===== src/sv/cmdlex_pkg.sv =====
// cmdlex_pkg: shared types, token class codes, keyword text and character
// helpers for the command lexer. No dependencies.
package cmdlex_pkg;

   localparam int KEYWORD_CHARS = 6;
   // word length saturates at KEYWORD_CHARS + 1
   localparam int WORD_LEN_WIDTH = $clog2(KEYWORD_CHARS + 2);

   localparam int RSP_DEPTH = 4;
   localparam int RSP_PTR_WIDTH = $clog2(RSP_DEPTH);
   localparam int RSP_CNT_WIDTH = $clog2(RSP_DEPTH + 1);

   localparam logic [7:0] CHAR_QUOTE = 8'h22;

   localparam logic [23:0] KW_GET    = "get";
   localparam logic [23:0] KW_SET    = "set";
   localparam logic [47:0] KW_UPDATE = "update";
   localparam logic [47:0] KW_DELETE = "delete";

   localparam logic [2:0] CLS_END     = 3'd0;
   localparam logic [2:0] CLS_KEYWORD = 3'd1;
   localparam logic [2:0] CLS_IDENT   = 3'd2;
   localparam logic [2:0] CLS_LITERAL = 3'd3;
   localparam logic [2:0] CLS_INVALID = 3'd4;

   localparam logic KIND_CHAR  = 1'b0;
   localparam logic KIND_CLOSE = 1'b1;

   typedef enum logic [2:0] {
      MODE_IDLE = 3'b001,
      MODE_WORD = 3'b010,
      MODE_LIT  = 3'b100
   } scan_mode_type;

   typedef struct packed {
      logic       kind;
      logic [7:0] value_char;
      logic [2:0] token_class;
      logic       last_of_run;
   } rsp_entry_type;

   function automatic logic is_space(input logic [7:0] c);
      return (c == 8'd32) || (c >= 8'd9 && c <= 8'd13);
   endfunction

   function automatic logic is_alnum(input logic [7:0] c);
      return (c >= "0" && c <= "9") || (c >= "A" && c <= "Z") || (c >= "a" && c <= "z");
   endfunction

   function automatic logic [7:0] to_lower(input logic [7:0] c);
      return (c >= "A" && c <= "Z") ? c + 8'd32 : c;
   endfunction

   function automatic rsp_entry_type mk_char(input logic [7:0] c);
      rsp_entry_type e;
      e = '0;
      e.kind = KIND_CHAR;
      e.value_char = c;
      return e;
   endfunction

   function automatic rsp_entry_type mk_close(input logic [2:0] cls);
      rsp_entry_type e;
      e = '0;
      e.kind = KIND_CLOSE;
      e.token_class = cls;
      return e;
   endfunction

endpackage


===== src/sv/command_lexer.sv =====
// command_lexer: one-character-per-cycle command line lexer (top level).
// Depends on cmdlex_pkg.
//
// Usage:
//   Request channel (req_*): one ASCII character per request, or an
//   end-of-line marker (req_end_of_line = 1, character ignored).
//   Response channel (rsp_*): zero, one or two responses per request. A
//   response is either a lowercased value character of the current token
//   (rsp_kind = 0) or a token close with its class (rsp_kind = 1: end,
//   keyword, identifier, literal, invalid). rsp_last_of_run marks the final
//   response of each request.
//   Queueing: the lexer state updates in the same cycle a request is taken,
//   and its responses go into a 4-entry response queue, where they can be
//   taken from the cycle after acceptance, behind any older responses.
//   Throughput: one request per cycle as long as the queue has room for two
//   responses; the response port drains one response per cycle while
//   rsp_ready is high, so requests that give two responses (such as a token
//   close plus a new character) take two response transfers to drain.
//   Reset: lexer returns to idle between tokens, word buffer cleared,
//   response queue emptied.
//   Stall: when rsp_ready is low the head response holds; req_ready drops
//   once fewer than two queue slots remain free.
module command_lexer (
   input  logic       clock,
   input  logic       reset,
   input  logic       req_valid,
   output logic       req_ready,
   input  logic [7:0] req_char_code,
   input  logic       req_end_of_line,
   output logic       rsp_valid,
   input  logic       rsp_ready,
   output logic       rsp_kind,
   output logic [7:0] rsp_value_char,
   output logic [2:0] rsp_token_class,
   output logic       rsp_last_of_run
);
   import cmdlex_pkg::*;

   // lexer state
   scan_mode_type                 mode_ff, mode_in;
   logic [7:0]                    chars_ff [KEYWORD_CHARS];
   logic [7:0]                    chars_in [KEYWORD_CHARS];
   logic [WORD_LEN_WIDTH-1:0]     len_ff, len_in;

   // response queue
   rsp_entry_type                 queue_ff [RSP_DEPTH];
   logic [RSP_PTR_WIDTH-1:0]      wr_ptr_ff, rd_ptr_ff;
   logic [RSP_CNT_WIDTH-1:0]      count_ff;

   rsp_entry_type                 res0, res1;
   logic [1:0]                    n_res;
   logic [7:0]                    lc;
   logic                          word_kw;
   logic [2:0]                    close_cls;
   logic                          req_take, rsp_take;

   assign req_take  = req_valid && req_ready;
   assign rsp_take  = rsp_valid && rsp_ready;
   // room for the worst case of two responses
   assign req_ready = (count_ff <= RSP_CNT_WIDTH'(RSP_DEPTH - 2));

   assign lc = to_lower(req_char_code);

   // keyword match on whole words of three or six characters
   always_comb begin
      word_kw = 1'b0;
      if (len_ff == WORD_LEN_WIDTH'(3)) begin
         word_kw = ({chars_ff[0], chars_ff[1], chars_ff[2]} == KW_GET) ||
                   ({chars_ff[0], chars_ff[1], chars_ff[2]} == KW_SET);
      end else if (len_ff == WORD_LEN_WIDTH'(6)) begin
         word_kw = ({chars_ff[0], chars_ff[1], chars_ff[2],
                     chars_ff[3], chars_ff[4], chars_ff[5]} == KW_UPDATE) ||
                   ({chars_ff[0], chars_ff[1], chars_ff[2],
                     chars_ff[3], chars_ff[4], chars_ff[5]} == KW_DELETE);
      end
      close_cls = word_kw ? CLS_KEYWORD : CLS_IDENT;
   end

   // next state and responses of the current request
   always_comb begin
      res0     = '0;
      res1     = '0;
      n_res    = 2'd0;
      mode_in  = mode_ff;
      chars_in = chars_ff;
      len_in   = len_ff;

      if (req_end_of_line) begin
         case (mode_ff)
            MODE_WORD: begin
               res0  = mk_close(close_cls);
               res1  = mk_close(CLS_END);
               n_res = 2'd2;
            end
            MODE_LIT: begin
               res0  = mk_close(CLS_LITERAL);
               res1  = mk_close(CLS_END);
               n_res = 2'd2;
            end
            default: begin
               res0  = mk_close(CLS_END);
               n_res = 2'd1;
            end
         endcase
         mode_in = MODE_IDLE;
         for (int i = 0; i < KEYWORD_CHARS; i++) chars_in[i] = '0;
         len_in = '0;
      end else begin
         case (mode_ff)
            MODE_WORD: begin
               if (is_alnum(req_char_code)) begin
                  res0  = mk_char(lc);
                  n_res = 2'd1;
                  for (int i = 0; i < KEYWORD_CHARS; i++) begin
                     if (len_ff == WORD_LEN_WIDTH'(i)) chars_in[i] = lc;
                  end
                  if (len_ff <= WORD_LEN_WIDTH'(KEYWORD_CHARS)) len_in = len_ff + 1'b1;
               end else begin
                  // close the word, then treat the character as from idle
                  res0 = mk_close(close_cls);
                  for (int i = 0; i < KEYWORD_CHARS; i++) chars_in[i] = '0;
                  len_in  = '0;
                  mode_in = MODE_IDLE;
                  if (is_space(req_char_code)) begin
                     n_res = 2'd1;
                  end else if (req_char_code == CHAR_QUOTE) begin
                     res1    = mk_char(CHAR_QUOTE);
                     n_res   = 2'd2;
                     mode_in = MODE_LIT;
                  end else begin
                     res1  = mk_close(CLS_INVALID);
                     n_res = 2'd2;
                  end
               end
            end
            MODE_LIT: begin
               if (req_char_code == CHAR_QUOTE) begin
                  res0    = mk_char(CHAR_QUOTE);
                  res1    = mk_close(CLS_LITERAL);
                  n_res   = 2'd2;
                  mode_in = MODE_IDLE;
               end else begin
                  res0  = mk_char(lc);
                  n_res = 2'd1;
               end
            end
            default: begin
               mode_in = MODE_IDLE;
               if (is_space(req_char_code)) begin
                  n_res = 2'd0;
               end else if (is_alnum(req_char_code)) begin
                  mode_in = MODE_WORD;
                  for (int i = 0; i < KEYWORD_CHARS; i++) chars_in[i] = '0;
                  chars_in[0] = lc;
                  len_in      = WORD_LEN_WIDTH'(1);
                  res0        = mk_char(lc);
                  n_res       = 2'd1;
               end else if (req_char_code == CHAR_QUOTE) begin
                  mode_in = MODE_LIT;
                  res0    = mk_char(CHAR_QUOTE);
                  n_res   = 2'd1;
               end else begin
                  res0  = mk_close(CLS_INVALID);
                  n_res = 2'd1;
               end
            end
         endcase
      end

      // flag the last response of this request
      if (n_res == 2'd1) res0.last_of_run = 1'b1;
      if (n_res == 2'd2) res1.last_of_run = 1'b1;
   end

   always_ff @(posedge clock) begin
      if (reset) begin
         mode_ff <= MODE_IDLE;
         for (int i = 0; i < KEYWORD_CHARS; i++) chars_ff[i] <= '0;
         len_ff  <= '0;
      end else if (req_take) begin
         mode_ff  <= mode_in;
         chars_ff <= chars_in;
         len_ff   <= len_in;
      end
   end

   // response queue storage: no reset needed on payload
   always_ff @(posedge clock) begin
      if (req_take && n_res != 2'd0) begin
         queue_ff[wr_ptr_ff] <= res0;
         if (n_res == 2'd2) queue_ff[wr_ptr_ff + 1'b1] <= res1;
      end
   end

   always_ff @(posedge clock) begin
      if (reset) begin
         wr_ptr_ff <= '0;
         rd_ptr_ff <= '0;
         count_ff  <= '0;
      end else begin
         if (req_take) wr_ptr_ff <= wr_ptr_ff + RSP_PTR_WIDTH'(n_res);
         if (rsp_take) rd_ptr_ff <= rd_ptr_ff + 1'b1;
         count_ff <= count_ff + (req_take ? RSP_CNT_WIDTH'(n_res) : '0)
                     - RSP_CNT_WIDTH'(rsp_take);
      end
   end

   assign rsp_valid       = (count_ff != '0);
   assign rsp_kind        = queue_ff[rd_ptr_ff].kind;
   assign rsp_value_char  = queue_ff[rd_ptr_ff].value_char;
   assign rsp_token_class = queue_ff[rd_ptr_ff].token_class;
   assign rsp_last_of_run = queue_ff[rd_ptr_ff].last_of_run;

endmodule


===== config.mk =====
export PLATFORM = sky130hd
export DESIGN_NAME = command_lexer
export DESIGN_NICKNAME = d
export VERILOG_FILES = /design/src/sv/cmdlex_pkg.sv /design/src/sv/command_lexer.sv
export SDC_FILE = /design/constraint.sdc
export NUM_CORES = 1
export LEC_CHECK = 0
export CORE_ASPECT_RATIO = 0.6
export CORE_MARGIN = 2
export CORE_UTILIZATION = 45
export DETAILED_ROUTE_END_ITERATION = 10
export DONT_BUFFER_PORTS = 1
export GPL_TIMING_DRIVEN = 0
export PLACE_DENSITY = 0.56
export RECOVER_POWER = 50
export SKIP_CTS_REPAIR_TIMING = 1
export SKIP_LAST_GASP = 1
export SLEW_MARGIN = 15
export SYNTH_ARGS = -nofsm -noshare
export SYNTH_HDL_FRONTEND = slang
export SYNTH_SLANG_ARGS = --single-unit

===== constraint.sdc =====
create_clock -name clock -period 6.9 [get_ports clock]
set_clock_uncertainty 0.1 [all_clocks]
set_input_delay 1.38 -clock clock [delete_from_list [all_inputs] [get_ports clock]]
set_output_delay 1.38 -clock clock [all_outputs]
set_load 0.01 [all_outputs]

==> metrics.txt, run 1 <==
Post-synth ARST share=0%; outcome=finished with violations; DP Wirelength=12,950 µm; leakage power=0.002536 µW; Cells after Synth=609; WL final=17,550 µm; DRC Markers=0; chip height=95.64 µm; CP cell instances=clkbuf_1 -> nor3_1 -> a31oi_1 -> a32o_1 -> o31ai_1 -> clkbuf_1 -> nand2_1 -> ha_1 -> inv_1 -> fa_1 -> xor2_1 -> xnor2_1 -> nor2_1; DRT Pass-1 Iters=5; final hold slack=360.4 ps; total CTS buffers=17; core footprint=0.01367 mm²; worst skew pair latency=420 ps; WL per Instance=21.07 µm; Post-synth top flop=dfxtp_1; CP dominant cell by count=clkbuf_1; Ports=28; ant diodes=0; first-pass GRT wire length=27,460 µm; die area=0.01499 mm²; mux contribution to synthesized area=14.10%; GRT Total Usage=24.52%; Port-buffer cells=0; most common cell after layout, fill and taps aside=dfxtp_1; synth-to-layout area growth=10.79%; Post-Syn Area=0.006299 mm²; crit-path max cell delay=540 ps; CP Launch Type=input pin; final-layout fill cell count=1,232; number of enable flip-flop cells after synthesis=28; max_cap viols=6; register area share after synthesis=41.00%; Routed Antenna Nets=0; CTS root buffer=clkbuf_16; CP Launch Point=req_char_code[3]; antenna violations before repair=0; Hold Startpoint=queue_ff[0][8]; most frequent cells in the layout=dfxtp_1 (87), mux2i_1 (58), nand2b_1 (57); syn avg cell area=10.34 µm²; failing checks=max-capacitance violations, max-slew violations; fraction of layout cells with a size suffix above 1=11.23%; kind of critical path=in2reg; Fmax=205.8 MHz; met3 usage=5.000%; Crit-path slowest cell=nor3_1; CTS tree=built; Slew Limit Fails=54; global route total overflow=0; H-tree depth=4; Fin Setup TNS=0 ps; RSZ-0062 raised after global routing=false; M2 GR Usage=31.58%; xor-xnor portion of the synthesized cell area=0.9734%; Synth Warn #=0; Tcrit/Tclk final=70.43%; busiest grt layer=met1; Mapped Nets=634; Unique masters post-synth=77; synthesized flop and latch total=115; fin nets=653; type of the tightest min-delay check=reg2reg; row count=33; power per cell area=298.6 mW/mm²; final setup fails=0; endpoints failing hold=0; 1st-iter DRT viols=544; crit-path max FO=10; Post-Synth Adder-Cell Area=2.503%; Compound-Gate Fraction of Synth Area=14.66%; Initial Util=46.09%; Max VDD drop=0.0001841 V; largest family of logic cells by synthesized area=simple AND/OR/NAND/NOR gates; Post-Synth Simple-Gate Area=22.77%; Slew @ Worst Pin=1849 ps; clk sinks=115; via-per-instance ratio=6.036; minimum period implied by the final worst setup slack=4860 ps; GR Layer Usage met1=40.07%; Reg clk slew, reported paths=60 ps; reg2reg start=mode_ff[0]; vias post-DR=5,028; Worst setup EP type=flop; CP required=7080 ps; CTS Buffer Depth=2; relative slew slack=-24.60%; vias in the first global route=4,733; largest net degree at the start of global routing=17; gpl congestion=0.9013; Arrival @ worst endpoint=5040 ps; Chip Width=156.7 µm
-- stage by stage --
step / std cells / instance area [µm²] / util (%) / total power [µW] / setup slack [ps]
finish: 833 / 6978 / 51.06 / 2084 / 2040
global route: 833 / 6978 / 51.06 / 2174 / 1772
CTS: 833 / 7118 / 52.08 / 2099 / 2535
detailed placement: 801 / 6539 / 47.84 / 1259 / 2132
global placement: 801 / 6539 / 47.84 / 1251 / 2121
floorplan: 609 / 6299 / - / 1154 / 2458
-- final cells by class --
| class | count | area, µm² | area share (%) |
|---|---|---|---|
| tap | 192 | 240.2 | 3.443 |
| sequential | 115 | 2582 | 37.01 |
| clock inverter | 10 | 72.57 | 1.040 |
| inverter | 18 | 67.56 | 0.9683 |
| multi-input combinational | 441 | 3331 | 47.73 |
| clock buffer | 22 | 506.7 | 7.262 |
| buffer | 35 | 177.7 | 2.546 |
-- worst max-delay path: cells and delay by family --
family                     cells  cell delay (ps)
and+or+nand+nor                3              760
xor gates and xnor gates       2              320
adders and majority gates      2              740
buffers and inverters          3              730
AOI/OAI and AO/OA              3             1100
-- routing by layer --
metal  up-vias  wire length (µm)
li1       2313                 -
met5         -                 0
met1      2493              9543
met3        18              1159
met4         0               178
met2       204              6669
-- flip-flops by register name, summed over array words and instances, names as in the netlist, named ones only --
name	count
chars_ff	48
rd_ptr_ff	2
queue_ff	52
count_ff	3
len_ff	3
wr_ptr_ff	2
mode_ff	3
-- final timing paths --
check                                      end  slack (ps)  depth (start not counted)
worst max-delay path               count_ff[2]        2040                         13
worst min-delay path            queue_ff[0][8]         360                          2
worst max register to register     count_ff[2]        3320                         14
worst min register to register  queue_ff[0][8]         360                          2
-- logic make-up (layout without fill, tap and decap cells) --
logic type | Yosys count | count (layout)
simple gates | 237 | 237
mux | 72 | 72
flops | 115 | 115
buf+inv | 53 | 85
compound gates | 113 | 113
xor+xnor | 7 | 7
fa+ha+maj | 12 | 12
-- cells in the mapped netlist, types with 6 or more instances --
cell	number	share of area [%]
dfxtp_1	87	28
mux2i_1	58	9.2
nand2b_1	57	5.7
nand2_1	46	2.7
edfxtp_1	28	13
nor2_1	27	1.6
o22ai_1	23	2.3
a21oi_1	20	1.6
inv_1	18	1.1
clkbuf_1	17	1.0
nand3_1	16	1.3
mux4_2	13	4.6
ha_1	11	2.2
nand3b_1	11	1.3
buf_2	9	0.72
nor4bb_1	9	1.4
nor2b_1	8	0.79
o211ai_1	8	0.95
o21ai_0	8	0.64
or3_1	8	0.79
and2_1	7	0.70
nor3_1	7	0.56
nand4_1	6	0.60
o21ai_4	6	1.5
o2bb2ai_1	6	0.83
-- power breakdown --
group	internal [µW]	switching, µW
combinational	182	251
clock	521	324
sequential	760	46.0
total	1460	621
Note: power is estimated with default switching activity, not from simulation.
==> run 2, diff against run 1 <==
- PLACE_DENSITY: 0.56 -> 0.58
- clock period: 6.9 -> 4 ns (I/O delays scaled with it)
==> run 2 against run 1 <==
Compared with the run above: the run now ends clean; first-iteration DRC count is 0.74% lower; via count shrank 0.48%; hold slack lost 3.6 ps; wire length shrank 1.8%; combinational power grew 72%; flip-flop and latch count unchanged; critical endpoint unchanged; highest routed layer unchanged.
==> metrics.txt, run 2 (synthesis results as in run 1) <==
chip height=95.64 µm (unchanged); Fmax=260.2 MHz; leakage power=0.002566 µW (+1.2%); GRT Total Usage=24.20% (-0.32 points); Sw Pwr=1064 µW (+71%); clk sinks=115 (unchanged); CP cell instances=buf_2 -> or4b_1 -> a211o_1 -> nand2_1 -> o31ai_2 -> or3_1 -> buf_2 -> ha_1 -> inv_1 -> ha_1 -> fa_1 -> xor2_1 -> xnor2_1 -> nor2_1; Ports=28 (unchanged); most frequent cells in the layout=dfxtp_1 (87), mux2i_1 (58), nand2b_1 (57); CTS Buffer Depth=2 (unchanged); core footprint=0.01367 mm² (unchanged); vias post-DR=5,004 (-0.48%); minimum period implied by the final worst setup slack=3843 ps; CP Launch Type=input pin; Crit-path slowest cell=or4b_1; power per cell area=519.0 mW/mm² (+74%); H-tree depth=4 (unchanged); CTS tree=built; 1st-iter DRT viols=540 (-0.74%); internal power=2564 µW (+75%); most common cell after layout, fill and taps aside=dfxtp_1; first-pass GRT wire length=26,720 µm (-2.7%); largest net degree at the start of global routing=17 (unchanged); WL final=17,240 µm (-1.8%); synth-to-layout area growth=10.97%; Layout Cells excl Fill=833 (unchanged); Clk pwr share=41.2% (+0.7 points); Largest register FFs=52 (unchanged); total CTS buffers=17 (unchanged); type of the tightest min-delay check=reg2reg; final hold slack=356.8 ps (-3.603 ps); Comb pwr share=20.5% (-0.3 points); final setup fails=0 (unchanged); DRC Markers=0 (unchanged); Port-buffer cells=0 (unchanged); Arrival @ worst endpoint=4030 ps (-1010 ps); DRT Pass-1 Iters=5 (unchanged); antenna violations before repair=0 (unchanged); Net Sw Frac=29.32% (-0.49 points); top flop regs=queue_ff (52), chars_ff (48); global route total overflow=0 (unchanged); Chip Width=156.7 µm (unchanged); Tcrit/Tclk final=96.08%; crit-path max cell delay=500 ps (-40 ps); Routed Antenna Nets=0 (unchanged); fraction of layout cells with a size suffix above 1=12.48% (+1.2 points); total power draw=3628 µW (+74%); WL per Instance=20.70 µm (-1.8%); Slew Limit Fails=0 (-100%); Max VDD drop=0.0002974 V (+62%); kind of critical path=in2reg; Seq pwr share=38.3% (-0.4 points); row count=33 (unchanged); Fin Setup TNS=0 ps (unchanged); Layout Utilization=51.14% (+0.082 points); CTS root buffer=clkbuf_16; DP Wirelength=12,740 µm (-1.6%); die area=0.01499 mm² (unchanged); Reg clk slew, reported paths=50 ps (about the same); Inst Count DP=801 (unchanged); max_cap viols=0 (-6); vias in the first global route=4,480 (-5.3%); relative slew slack=26.76% (+51 points); ant diodes=0 (unchanged); Initial Util=46.09% (unchanged); CP required=4190 ps (-2890 ps); via-per-instance ratio=6.007 (-0.48%); gpl congestion=0.9218 (+2.3%); RSZ-0062 raised after global routing=false; Slew @ Worst Pin=1099 ps (-750.7 ps); outcome=finished clean; largest reg by FF count=queue_ff; worst skew pair latency=420 ps (about the same); fin nets=653 (unchanged); endpoints failing hold=0 (unchanged); crit-path max FO=10 (unchanged); Worst setup EP type=flop
## run 2: cell count changes in the layout (fill, tap and decap cells not counted), sizes merged
| cell | delta |
|---|---|
| clkinvlp | -2 |
| buf | +1 |
| inv | +1 |
| clkbuf | -1 |
| clkinv | -1 |
| bufinv | +2 |
## run 2: worst paths after layout
kind | to | slack [ps] | start | depth (start not counted)
setup / recovery | count_ff[2] | 160 | req_char_code[3] | 14
hold / removal | queue_ff[0][8] | 360 | queue_ff[0][8] | 2
setup reg to reg | count_ff[2] | 430 | mode_ff[0] | 14
hold reg to reg | queue_ff[0][8] | 360 | queue_ff[0][8] | 2
## run 2: final cells by class
class                   count  area (µm²)
well taps                 192       240.2
multi-input cells         441        3344
clock buffers              22       464.2
plain buffers              35       182.7
inverters                  18       67.56
fillers                  1241        6678
clock inverters            10       107.6
flip-flops and latches    115        2582
## run 2: routing by layer
metal	vias to the layer above	global-route usage (%)	routed length (µm)
li1	2309	-	-
met1	2467	39.38	8833
met2	212	30.56	6594
met3	16	5.591	1668
met4	0	6.651	142
met5	-	0	0
## run 2: critical path: cells and delay by family
family | cells | cell delay (ps)
buf+inv | 3 | 410
fa+ha+maj | 3 | 840
compound gates | 2 | 500
xor+xnor | 2 | 340
simple gates | 4 | 1140
## run 2: power groups by stage
| stage | Sequential (µW) | Combinational (µW) | Clock, µW |
|---|---|---|---|
| final | 1390 | 745 | 1490 |
| after global routing | 1400 | 816 | 1560 |
| after CTS | 1390 | 763 | 1500 |
| after detailed placement | 1410 | 759 | 0 |
| after global placement | 1410 | 751 | 0 |
| after floorplan | 1380 | 608 | 0 |
## run 2: per-stage QoR
step           setup slack, ps  instance area [µm²]
6_report                 157.0                 6989
3_3_place_gp            -204.3                 6539
4_1_cts                  211.5                 7111
5_1_grt                  34.09                 6989
2_1_floorplan            138.1                 6299
3_5_place_dp            -213.2                 6539
